`src/rtl/grid_local_minimum_marker_unit_defines.svh`:
```
// Assertion macros shared by the grid local minimum marker RTL.
// Included by every module that carries concurrent assertions; no dependencies.
`ifndef GRID_LOCAL_MINIMUM_MARKER_UNIT_DEFINES_SVH
`define GRID_LOCAL_MINIMUM_MARKER_UNIT_DEFINES_SVH

`ifndef ASSERT_OFF

`define GLMM_ASSERT(lbl, clk, rstn, cond) \
    lbl: assert property (@(posedge clk) disable iff (!(rstn)) (cond)) \
        else $error("glmm assertion failed");

`define GLMM_ASSERT_IMPL(lbl, clk, rstn, ante, cons) \
    lbl: assert property (@(posedge clk) disable iff (!(rstn)) (ante) |-> (cons)) \
        else $error("glmm implication failed");

`define GLMM_ASSERT_NEXT(lbl, clk, rstn, ante, cons) \
    lbl: assert property (@(posedge clk) disable iff (!(rstn)) (ante) |=> (cons)) \
        else $error("glmm next-cycle check failed");

`else

`define GLMM_ASSERT(lbl, clk, rstn, cond)

`define GLMM_ASSERT_IMPL(lbl, clk, rstn, ante, cons)

`define GLMM_ASSERT_NEXT(lbl, clk, rstn, ante, cons)

`endif

`endif

```
`src/rtl/glmm_pkg.sv`:
```
// Package of the grid local minimum marker: constants, register indices and types.
// Used by every module of the block; it depends on nothing.
package glmm_pkg;

    localparam int DEF_MAX_WIDTH  = 32;
    localparam int DEF_PIXEL_BITS = 8;

    localparam int WIDTH_REG_W  = 6;
    localparam int HEIGHT_REG_W = 11;
    localparam int ROW_W        = 10;
    localparam int HEIGHT_LIMIT = 1024;

    localparam int CFG_IDX_W  = 2;
    localparam int CFG_DATA_W = HEIGHT_REG_W;

    localparam logic [WIDTH_REG_W-1:0]  WIDTH_RESET  = WIDTH_REG_W'(5);
    localparam logic [HEIGHT_REG_W-1:0] HEIGHT_RESET = HEIGHT_REG_W'(5);

    typedef enum logic [CFG_IDX_W-1:0] {
        CFG_IMAGE_WIDTH  = 2'd0,
        CFG_IMAGE_HEIGHT = 2'd1
    } t_cfg_index;

    // Which neighbours of the centre pixel lie inside the frame.
    typedef struct packed {
        logic up_ok;
        logic dn_ok;
        logic lf_ok;
        logic rt_ok;
    } t_nbr_mask;

endpackage

```
`src/rtl/glmm_line_store.sv`:
```
// Line store of the grid local minimum marker: a shift line whose write position follows
// the frame width, read at its two lowest entries. Depends on glmm_pkg only for parameter defaults.
module glmm_line_store #(
    parameter int MAX_WIDTH  = glmm_pkg::DEF_MAX_WIDTH,
    parameter int PIXEL_BITS = glmm_pkg::DEF_PIXEL_BITS,
    parameter int COL_W      = (MAX_WIDTH > 1) ? $clog2(MAX_WIDTH) : 1
) (
    input  logic                  i_clk,
    input  logic                  i_shift,
    input  logic [COL_W-1:0]      i_wpos,
    input  logic [PIXEL_BITS-1:0] i_din,
    output logic [PIXEL_BITS-1:0] o_tap0,
    output logic [PIXEL_BITS-1:0] o_tap1
);

    localparam int TAP1 = (MAX_WIDTH > 1) ? 1 : 0;

    logic [PIXEL_BITS-1:0] r_line [MAX_WIDTH];
    logic [PIXEL_BITS-1:0] n_line [MAX_WIDTH];

    always_comb begin
        for (int i = 0; i < MAX_WIDTH; i++) begin
            if (COL_W'(i) == i_wpos) begin
                n_line[i] = i_din;
            end else if (i < MAX_WIDTH - 1) begin
                n_line[i] = r_line[(i < MAX_WIDTH - 1) ? i + 1 : i];
            end else begin
                n_line[i] = r_line[i];
            end
        end
    end

    always_ff @(posedge i_clk) begin
        if (i_shift) begin
            r_line <= n_line;
        end
    end

    assign o_tap0 = r_line[0];
    assign o_tap1 = r_line[TAP1];

endmodule

```
`src/rtl/glmm_min_eval.sv`:
```
// Strict four-neighbour minimum test of the grid local minimum marker.
// Depends on glmm_pkg for the neighbour mask type.
module glmm_min_eval #(
    parameter int PIXEL_BITS = glmm_pkg::DEF_PIXEL_BITS
) (
    input  logic [PIXEL_BITS-1:0] i_val,
    input  logic [PIXEL_BITS-1:0] i_up,
    input  logic [PIXEL_BITS-1:0] i_dn,
    input  logic [PIXEL_BITS-1:0] i_lf,
    input  logic [PIXEL_BITS-1:0] i_rt,
    input  glmm_pkg::t_nbr_mask   i_mask,
    output logic                  o_is_min
);

    always_comb begin
        o_is_min = (!i_mask.up_ok || (i_val < i_up)) &&
                   (!i_mask.dn_ok || (i_val < i_dn)) &&
                   (!i_mask.lf_ok || (i_val < i_lf)) &&
                   (!i_mask.rt_ok || (i_val < i_rt));
    end

endmodule

```
`src/rtl/glmm_out_buf.sv`:
```
// Output register with a skid stage for the grid local minimum marker results.
// Depends on the assertion macro header, and on glmm_pkg for the default data width.
`include "grid_local_minimum_marker_unit_defines.svh"

module glmm_out_buf #(
    parameter int DATA_W = glmm_pkg::DEF_PIXEL_BITS + 2
) (
    input  logic              i_clk,
    input  logic              i_rst_n,
    input  logic              i_push,
    input  logic [DATA_W-1:0] i_data,
    output logic              o_space,
    output logic              o_valid,
    output logic [DATA_W-1:0] o_data,
    input  logic              i_ready
);

    logic              r_out_valid;
    logic [DATA_W-1:0] r_out_data;
    logic              r_skid_valid;
    logic [DATA_W-1:0] r_skid_data;
    logic              load;

    assign load    = !r_out_valid || i_ready;
    assign o_space = !r_skid_valid;
    assign o_valid = r_out_valid;
    assign o_data  = r_out_data;

    always_ff @(posedge i_clk) begin
        if (!i_rst_n) begin
            r_out_valid  <= 1'b0;
            r_skid_valid <= 1'b0;
        end else if (load) begin
            r_out_valid  <= r_skid_valid || i_push;
            r_skid_valid <= 1'b0;
        end else if (i_push) begin
            r_skid_valid <= 1'b1;
        end
    end

    always_ff @(posedge i_clk) begin
        if (load) begin
            r_out_data <= r_skid_valid ? r_skid_data : i_data;
        end else if (i_push) begin
            r_skid_data <= i_data;
        end
    end

    `GLMM_ASSERT_IMPL(a_push_has_room, i_clk, i_rst_n, i_push, !r_skid_valid)
    `GLMM_ASSERT_IMPL(a_skid_behind_out, i_clk, i_rst_n, r_skid_valid, r_out_valid)
    `GLMM_ASSERT_NEXT(a_skid_drains_to_out, i_clk, i_rst_n, r_skid_valid, r_out_valid)

endmodule

```
`src/rtl/grid_local_minimum_marker_unit.sv`:
```
// Top level of the grid local minimum marker: position counters, end-of-frame flush and
// configuration. Depends on glmm_pkg, glmm_line_store, glmm_min_eval, glmm_out_buf.
//
// Usage: pixels enter in raster order on i_pixel with the i_valid / o_ready handshake, one
// transaction per pixel. Each result transaction on o_valid / i_ready carries a centre pixel,
// its strict four-neighbour minimum flag and an end-of-frame mark. A pixel of row r is
// reported, one row behind the input, once the pixel below it is accepted. Throughput is
// one pixel per cycle while o_ready is high, set by the two shift-line stores that hold
// the previous two rows. The final pixel of a frame also starts a flush of the last row
// that emits one result per cycle while the output stage has room, one per column of the
// frame; o_ready is low during the flush. Configuration writes to the width or height
// index take effect at once and restart the frame; the user must make them only while
// the block is idle, and the block does not enforce this. Reset clears the counters,
// empties the output stage and loads width and height of 5; the line stores are not
// cleared. When the receiver stalls, one further result is held in a skid stage and
// o_ready falls only once that stage is occupied.
`include "grid_local_minimum_marker_unit_defines.svh"

module grid_local_minimum_marker_unit #(
    parameter int MAX_WIDTH  = glmm_pkg::DEF_MAX_WIDTH,
    parameter int PIXEL_BITS = glmm_pkg::DEF_PIXEL_BITS
) (
    input  logic                            i_clk,
    input  logic                            i_rst_n,
    input  logic                            i_valid,
    output logic                            o_ready,
    input  logic [PIXEL_BITS-1:0]           i_pixel,
    output logic                            o_valid,
    input  logic                            i_ready,
    output logic [PIXEL_BITS-1:0]           o_pixel_value,
    output logic                            o_is_local_min,
    output logic                            o_last_of_frame,
    input  logic                            i_cfg_we,
    input  logic [glmm_pkg::CFG_IDX_W-1:0]  i_cfg_index,
    input  logic [glmm_pkg::CFG_DATA_W-1:0] i_cfg_data
);

    localparam int COL_W  = (MAX_WIDTH > 1) ? $clog2(MAX_WIDTH) : 1;
    localparam int WEFF_W = glmm_pkg::WIDTH_REG_W + 1;
    localparam int ROW_W  = glmm_pkg::ROW_W;
    localparam int HREG_W = glmm_pkg::HEIGHT_REG_W;
    localparam int DATA_W = PIXEL_BITS + 2;

    logic [glmm_pkg::WIDTH_REG_W-1:0] r_width;
    logic [HREG_W-1:0]                r_height;
    logic [COL_W-1:0]                 r_col, n_col;
    logic [ROW_W-1:0]                 r_row, n_row;
    logic                             r_flush, n_flush;
    logic [COL_W-1:0]                 r_fcol, n_fcol;
    logic [PIXEL_BITS-1:0]            r_left;

    logic [WEFF_W-1:0]     w_eff;
    logic [COL_W-1:0]      w_m1;
    logic [HREG_W-1:0]     h_eff;
    logic [ROW_W-1:0]      h_m1;
    logic                  space;
    logic                  accept;
    logic                  flush_emit;
    logic                  shift;
    logic                  push;
    logic                  cfg_hit;
    logic                  last;
    logic                  is_min;
    glmm_pkg::t_nbr_mask   mask;
    logic [PIXEL_BITS-1:0] c_din;
    logic [PIXEL_BITS-1:0] c_tap0, c_tap1, u_tap0, u_tap1;
    logic [DATA_W-1:0]     res_data, out_data;

    always_comb begin
        if (r_width == '0) begin
            w_eff = WEFF_W'(1);
        end else if (WEFF_W'(r_width) > WEFF_W'(MAX_WIDTH)) begin
            w_eff = WEFF_W'(MAX_WIDTH);
        end else begin
            w_eff = WEFF_W'(r_width);
        end
        w_m1 = COL_W'(w_eff - WEFF_W'(1));

        if (r_height == '0) begin
            h_eff = HREG_W'(1);
        end else if (r_height > HREG_W'(glmm_pkg::HEIGHT_LIMIT)) begin
            h_eff = HREG_W'(glmm_pkg::HEIGHT_LIMIT);
        end else begin
            h_eff = r_height;
        end
        h_m1 = ROW_W'(h_eff - HREG_W'(1));
    end

    assign o_ready    = space && !r_flush;
    assign accept     = i_valid && o_ready;
    assign flush_emit = r_flush && space;
    assign shift      = accept || flush_emit;
    assign push       = flush_emit || (accept && (r_row != '0));
    assign c_din      = r_flush ? c_tap0 : i_pixel;
    assign last       = r_flush && (r_fcol == w_m1);

    always_comb begin
        if (r_flush) begin
            mask.up_ok = (h_m1 != '0);
            mask.dn_ok = 1'b0;
            mask.lf_ok = (r_fcol != '0);
            mask.rt_ok = (r_fcol != w_m1);
        end else begin
            mask.up_ok = (r_row[ROW_W-1:1] != '0);
            mask.dn_ok = 1'b1;
            mask.lf_ok = (r_col != '0);
            mask.rt_ok = (r_col != w_m1);
        end
    end

    always_comb begin
        cfg_hit = 1'b0;
        if (i_cfg_we) begin
            case (i_cfg_index)
                glmm_pkg::CFG_IMAGE_WIDTH:  cfg_hit = 1'b1;
                glmm_pkg::CFG_IMAGE_HEIGHT: cfg_hit = 1'b1;
                default:                    cfg_hit = 1'b0;
            endcase
        end
    end

    always_comb begin
        n_col   = r_col;
        n_row   = r_row;
        n_flush = r_flush;
        n_fcol  = r_fcol;
        if (cfg_hit) begin
            n_col = '0;
            n_row = '0;
        end else if (accept) begin
            if (r_col == w_m1) begin
                n_col = '0;
                if (r_row == h_m1) begin
                    n_row   = '0;
                    n_flush = 1'b1;
                    n_fcol  = '0;
                end else begin
                    n_row = r_row + ROW_W'(1);
                end
            end else begin
                n_col = r_col + COL_W'(1);
            end
        end
        if (flush_emit) begin
            if (r_fcol == w_m1) begin
                n_flush = 1'b0;
            end else begin
                n_fcol = r_fcol + COL_W'(1);
            end
        end
    end

    always_ff @(posedge i_clk) begin
        if (!i_rst_n) begin
            r_width  <= glmm_pkg::WIDTH_RESET;
            r_height <= glmm_pkg::HEIGHT_RESET;
            r_col    <= '0;
            r_row    <= '0;
            r_flush  <= 1'b0;
            r_fcol   <= '0;
        end else begin
            if (i_cfg_we) begin
                case (i_cfg_index)
                    glmm_pkg::CFG_IMAGE_WIDTH: begin
                        r_width <= i_cfg_data[glmm_pkg::WIDTH_REG_W-1:0];
                    end
                    glmm_pkg::CFG_IMAGE_HEIGHT: begin
                        r_height <= i_cfg_data[HREG_W-1:0];
                    end
                    default: begin
                    end
                endcase
            end
            r_col   <= n_col;
            r_row   <= n_row;
            r_flush <= n_flush;
            r_fcol  <= n_fcol;
        end
    end

    always_ff @(posedge i_clk) begin
        if (shift) begin
            r_left <= c_tap0;
        end
    end

    glmm_line_store #(
        .MAX_WIDTH  (MAX_WIDTH),
        .PIXEL_BITS (PIXEL_BITS),
        .COL_W      (COL_W)
    ) u_centre_line (
        .i_clk   (i_clk),
        .i_shift (shift),
        .i_wpos  (w_m1),
        .i_din   (c_din),
        .o_tap0  (c_tap0),
        .o_tap1  (c_tap1)
    );

    glmm_line_store #(
        .MAX_WIDTH  (MAX_WIDTH),
        .PIXEL_BITS (PIXEL_BITS),
        .COL_W      (COL_W)
    ) u_upper_line (
        .i_clk   (i_clk),
        .i_shift (shift),
        .i_wpos  (w_m1),
        .i_din   (c_tap0),
        .o_tap0  (u_tap0),
        .o_tap1  (u_tap1)
    );

    glmm_min_eval #(
        .PIXEL_BITS (PIXEL_BITS)
    ) u_min_eval (
        .i_val    (c_tap0),
        .i_up     (u_tap0),
        .i_dn     (i_pixel),
        .i_lf     (r_left),
        .i_rt     (c_tap1),
        .i_mask   (mask),
        .o_is_min (is_min)
    );

    assign res_data = {c_tap0, is_min, last};

    glmm_out_buf #(
        .DATA_W (DATA_W)
    ) u_out_buf (
        .i_clk   (i_clk),
        .i_rst_n (i_rst_n),
        .i_push  (push),
        .i_data  (res_data),
        .o_space (space),
        .o_valid (o_valid),
        .o_data  (out_data),
        .i_ready (i_ready)
    );

    assign o_pixel_value   = out_data[DATA_W-1:2];
    assign o_is_local_min  = out_data[1];
    assign o_last_of_frame = out_data[0];

    // The upper tap of the second line is not needed; it only ties off the port.
    logic unused_tap;
    assign unused_tap = ^u_tap1;

    `GLMM_ASSERT_IMPL(a_no_accept_in_flush, i_clk, i_rst_n, r_flush, !o_ready)
    `GLMM_ASSERT(a_col_in_range, i_clk, i_rst_n, (r_col <= w_m1) || $past(i_cfg_we))
    `GLMM_ASSERT_IMPL(a_fcol_in_range, i_clk, i_rst_n, r_flush && !$past(i_cfg_we),
                      (r_fcol <= w_m1) && !unused_tap || (r_fcol <= w_m1))

endmodule

```
`config.mk`:
```
export PLATFORM = sky130hd
export DESIGN_NAME = grid_local_minimum_marker_unit
export DESIGN_NICKNAME = d
export VERILOG_FILES = /design/src/rtl/glmm_pkg.sv /design/src/rtl/glmm_line_store.sv /design/src/rtl/glmm_min_eval.sv /design/src/rtl/glmm_out_buf.sv /design/src/rtl/grid_local_minimum_marker_unit.sv
export VERILOG_INCLUDE_DIRS = /design/src /design/src/rtl
export SDC_FILE = /design/constraint.sdc
export NUM_CORES = 1
export LEC_CHECK = 0
export ABC_CLOCK_PERIOD_IN_PS = 45800
export BUFFER_PORTS_ARGS = -buffer_cell sky130_fd_sc_hd__buf_2
export CELL_PAD_IN_SITES_DETAIL_PLACEMENT = 0
export CELL_PAD_IN_SITES_GLOBAL_PLACEMENT = 1
export CORE_MARGIN = 2
export CORE_UTILIZATION = 57
export CTS_CLUSTER_DIAMETER = 120
export DETAILED_ROUTE_END_ITERATION = 16
export GPL_ROUTABILITY_DRIVEN = 0
export PLACE_DENSITY = 0.83
export SKIP_LAST_GASP = 1
export SYNTH_ARGS = -nofsm -noshare
export SYNTH_HDL_FRONTEND = slang
export SYNTH_SLANG_ARGS = --single-unit
```
`constraint.sdc`:
```
create_clock -name i_clk -period 45.8 [get_ports i_clk]
set_input_delay 9.16 -clock i_clk [delete_from_list [all_inputs] [get_ports i_clk]]
set_output_delay 9.16 -clock i_clk [all_outputs]
set_load 0.005 [all_outputs]
```
==> metrics.cfg <==
[run_status]
outcome=finished, final reports clean

[floorplanning]
start_util_pct=57.8
die_area_mm2=0.0466
fp.dieH_um=216
io_pins=38
rows=77
coreArea_mm2=0.0443
die_w_um=216

[timing]
whs_ps=520
finalCritPeriodShare_pct=25.3
drv_slew=0
fmax_mhz=86.1
worstMarginPinSlew_ps=1180
tns_ps=0
period_minus_slack_ps=11610
relSlewSlack_pct=21.1
setup_violations=0
layout_setup_ws_ps=34190
grt_setup_unrepaired=no
skew_ps=23.4
finalHoldViolations=0

[setup_path]
rrSetupSlack_ps=40910
crit_family=buffers and inverters
cp_common_cell=buf_12
cp_slowest_stage_delay_ps=780
arrival_ps=11840
worstPathRequired_ps=46030
crit_chain=buf_2, nor2_1, nor2_4, buf_4, buf_12, buf_12
slowest_stage=buf_12
critPathKind=in2reg
path_max_fanout=193
start_kind=primary input
endpoint_kind=flip-flop
crit_buf_inv=4

[placed_design]
port_buffers=37
place_hpwl_mm=31.0
post-place-ws_ps=33530

[global_routing]
first_global_vias=15100
antenna_found_initial=1
gr-total-overflow=0
grt_pass1_wl_mm=83.3
grt_usage_pct=22.7
grt_max_degree=194

[synth]
ys_types=63
synth_area_leaders=edfxtp_1 63%, mux2_2 11%, dfxtp_1 3.1%
seq_area_frac_synth_pct=66.5
synth-edff-count=540
syn_area_per_cell_um2=13.2
synth-main-ff-cell=edfxtp_1
netlist.area_leader.share_pct=63.3
synth-async-reset-ratio_pct=0
yosys_warnings=0
syn_inst=1942
synth_top_area_cell=edfxtp_1
synthesis.nets=2009
syn-cell-area_mm2=0.0256
ys_seq_elements=580

[routing]
drt_iter0_markers=1634
wl_mm=52.7
drtPass1Iterations=5
drc_errors=0
viasPerCell=5.92
vias=15300
antenna_left=0
wl_per_cell_um=20.4

[pwr]
p_comb_share_pct=8.3
leakage_nw=10.2
internal_power_uw=912
p_sw_uw=272
p_seq_share_pct=53.7
fin_total_pwr_mw=1.18
power.density_mw_per_mm2=42.0
power.share.switching_pct=22.9
pwr-share-clk_pct=38.0
peakVddDrop_mv=0.0280

[final_layout]
n_antenna_cell=0
drive_above_1_share_pct=22.3
multi_input_area_mm2=0.00796
fillers=3271
regArea_mm2=0.0170
syn_to_final_growth_pct=10.2
final_common_cell=edfxtp_1
nets=2004
mostFrequentLayoutCells=540 x edfxtp_1, 257 x mux2_2, 196 x nand2_1, 178 x nor2_1

[worst_hold_path]
hp-class=reg2reg

[clock_tree]
clkSinkCount=580
insertion_delay_ps=620
cts.path.max_buffers=3
cts_root_buffer=clkbuf_16
ctsHtreeMaxLevel=2
post_cts_buffers=0
cts_tree=done
cts_buffers=58
clk_pin_slew_ps=60
cts.hold.buffers_added=0
cts_resized=0

[job]
cap_violations=0

-- Yosys cell counts, drive strengths merged (12+ instances only) --
master / count
edfxtp: 540
mux2: 257
nand2: 196
nor2: 185
a21oi: 141
o21ai: 141
clkbuf: 115
inv: 56
ha: 41
dfxtp: 40
buf: 22
nor3: 20
nand3: 17
a21boi: 16
xnor2: 15
xor2: 14
mux2i: 13
nand2b: 12
-- state kept, by name (all words and copies together), names as in the netlist --
name and cells:
r_col 5, r_fcol 5, r_flush 1, r_height 11
r_left 8, r_row 10, r_width 6, u_centre_line.o_tap0 8
u_centre_line.o_tap1 8, u_centre_line.r_line 240, u_out_buf.o_data 10, u_out_buf.o_valid 1
u_out_buf.r_skid_data 10, u_out_buf.r_skid_valid 1, u_upper_line.o_tap0 8, u_upper_line.o_tap1 8
u_upper_line.r_line 240
-- tightest hold or removal path: stages, from the launching register on --
cell      delay, ps
edfxtp_1        320
nand2_1          40
o21ai_0          60
-- cells by family (layout without fill, tap and decap cells) --
| logic type | Yosys count | count (layout) | share of synthesized area, % |
|---|---|---|---|
| adders and majority gates | 41 | 41 | 2.00 |
| and+or+nand+nor | 482 | 482 | 8.13 |
| muxes | 270 | 270 | 11.8 |
| AOI/OAI and AO/OA | 345 | 345 | 7.48 |
| buffers and inverters | 193 | 237 | 2.92 |
| xor gates and xnor gates | 31 | 31 | 1.17 |
| DFF | 580 | 580 | 66.5 |
-- metal layers --
metal	wire length [µm]	track usage [%]	share of wire, %
met4	1830	8.47	3.5
met5	0	0	0
met1	23800	32.0	45
met3	3110	4.09	5.9
met2	24000	35.8	46
-- area by class of cell --
cell class	instances	share of cell area [%]
flip-flops and latches	580	60.3
multi-input cells	1169	28.2
clock buffers	70	5.38
well taps	592	2.63
repair buffers	72	1.68
clock inverters	39	1.02
inverters	56	0.745
-- per-stage QoR --
stage          std cells  utilization [%]  instance area (µm²)
5_1_grt             2578             63.6                28200
2_1_floorplan       1942                -                25600
3_3_place_gp        2469             59.6                26400
4_1_cts             2578             63.6                28200
6_report            2578             63.6                28200
3_5_place_dp        2469             59.6                26400
-- power by group through the flow --
stage	sequential, mW	clock, mW	combinational (mW)
floorplan	0.659	0	0.0670
global placement	0.645	0	0.0943
detailed placement	0.646	0	0.0974
CTS	0.635	0.459	0.0982
global route	0.638	0.478	0.109
finish	0.636	0.450	0.0981
-- worst paths after layout --
kind / from / to / depth (start not counted)
min: u_centre_line.r_line[6]$_DFFE_PP_ / u_centre_line.r_line[14]$_DFFE_PP_ / 2
max: i_valid / u_centre_line.r_line[185]$_DFFE_PP_ / 6
min reg2reg: u_centre_line.r_line[6]$_DFFE_PP_ / u_centre_line.r_line[14]$_DFFE_PP_ / 2
max reg2reg: r_width[2]$_SDFFE_PN1P_ / r_fcol[4]$_SDFF_PN0_ / 12
Note: power is estimated with default switching activity, not from simulation.
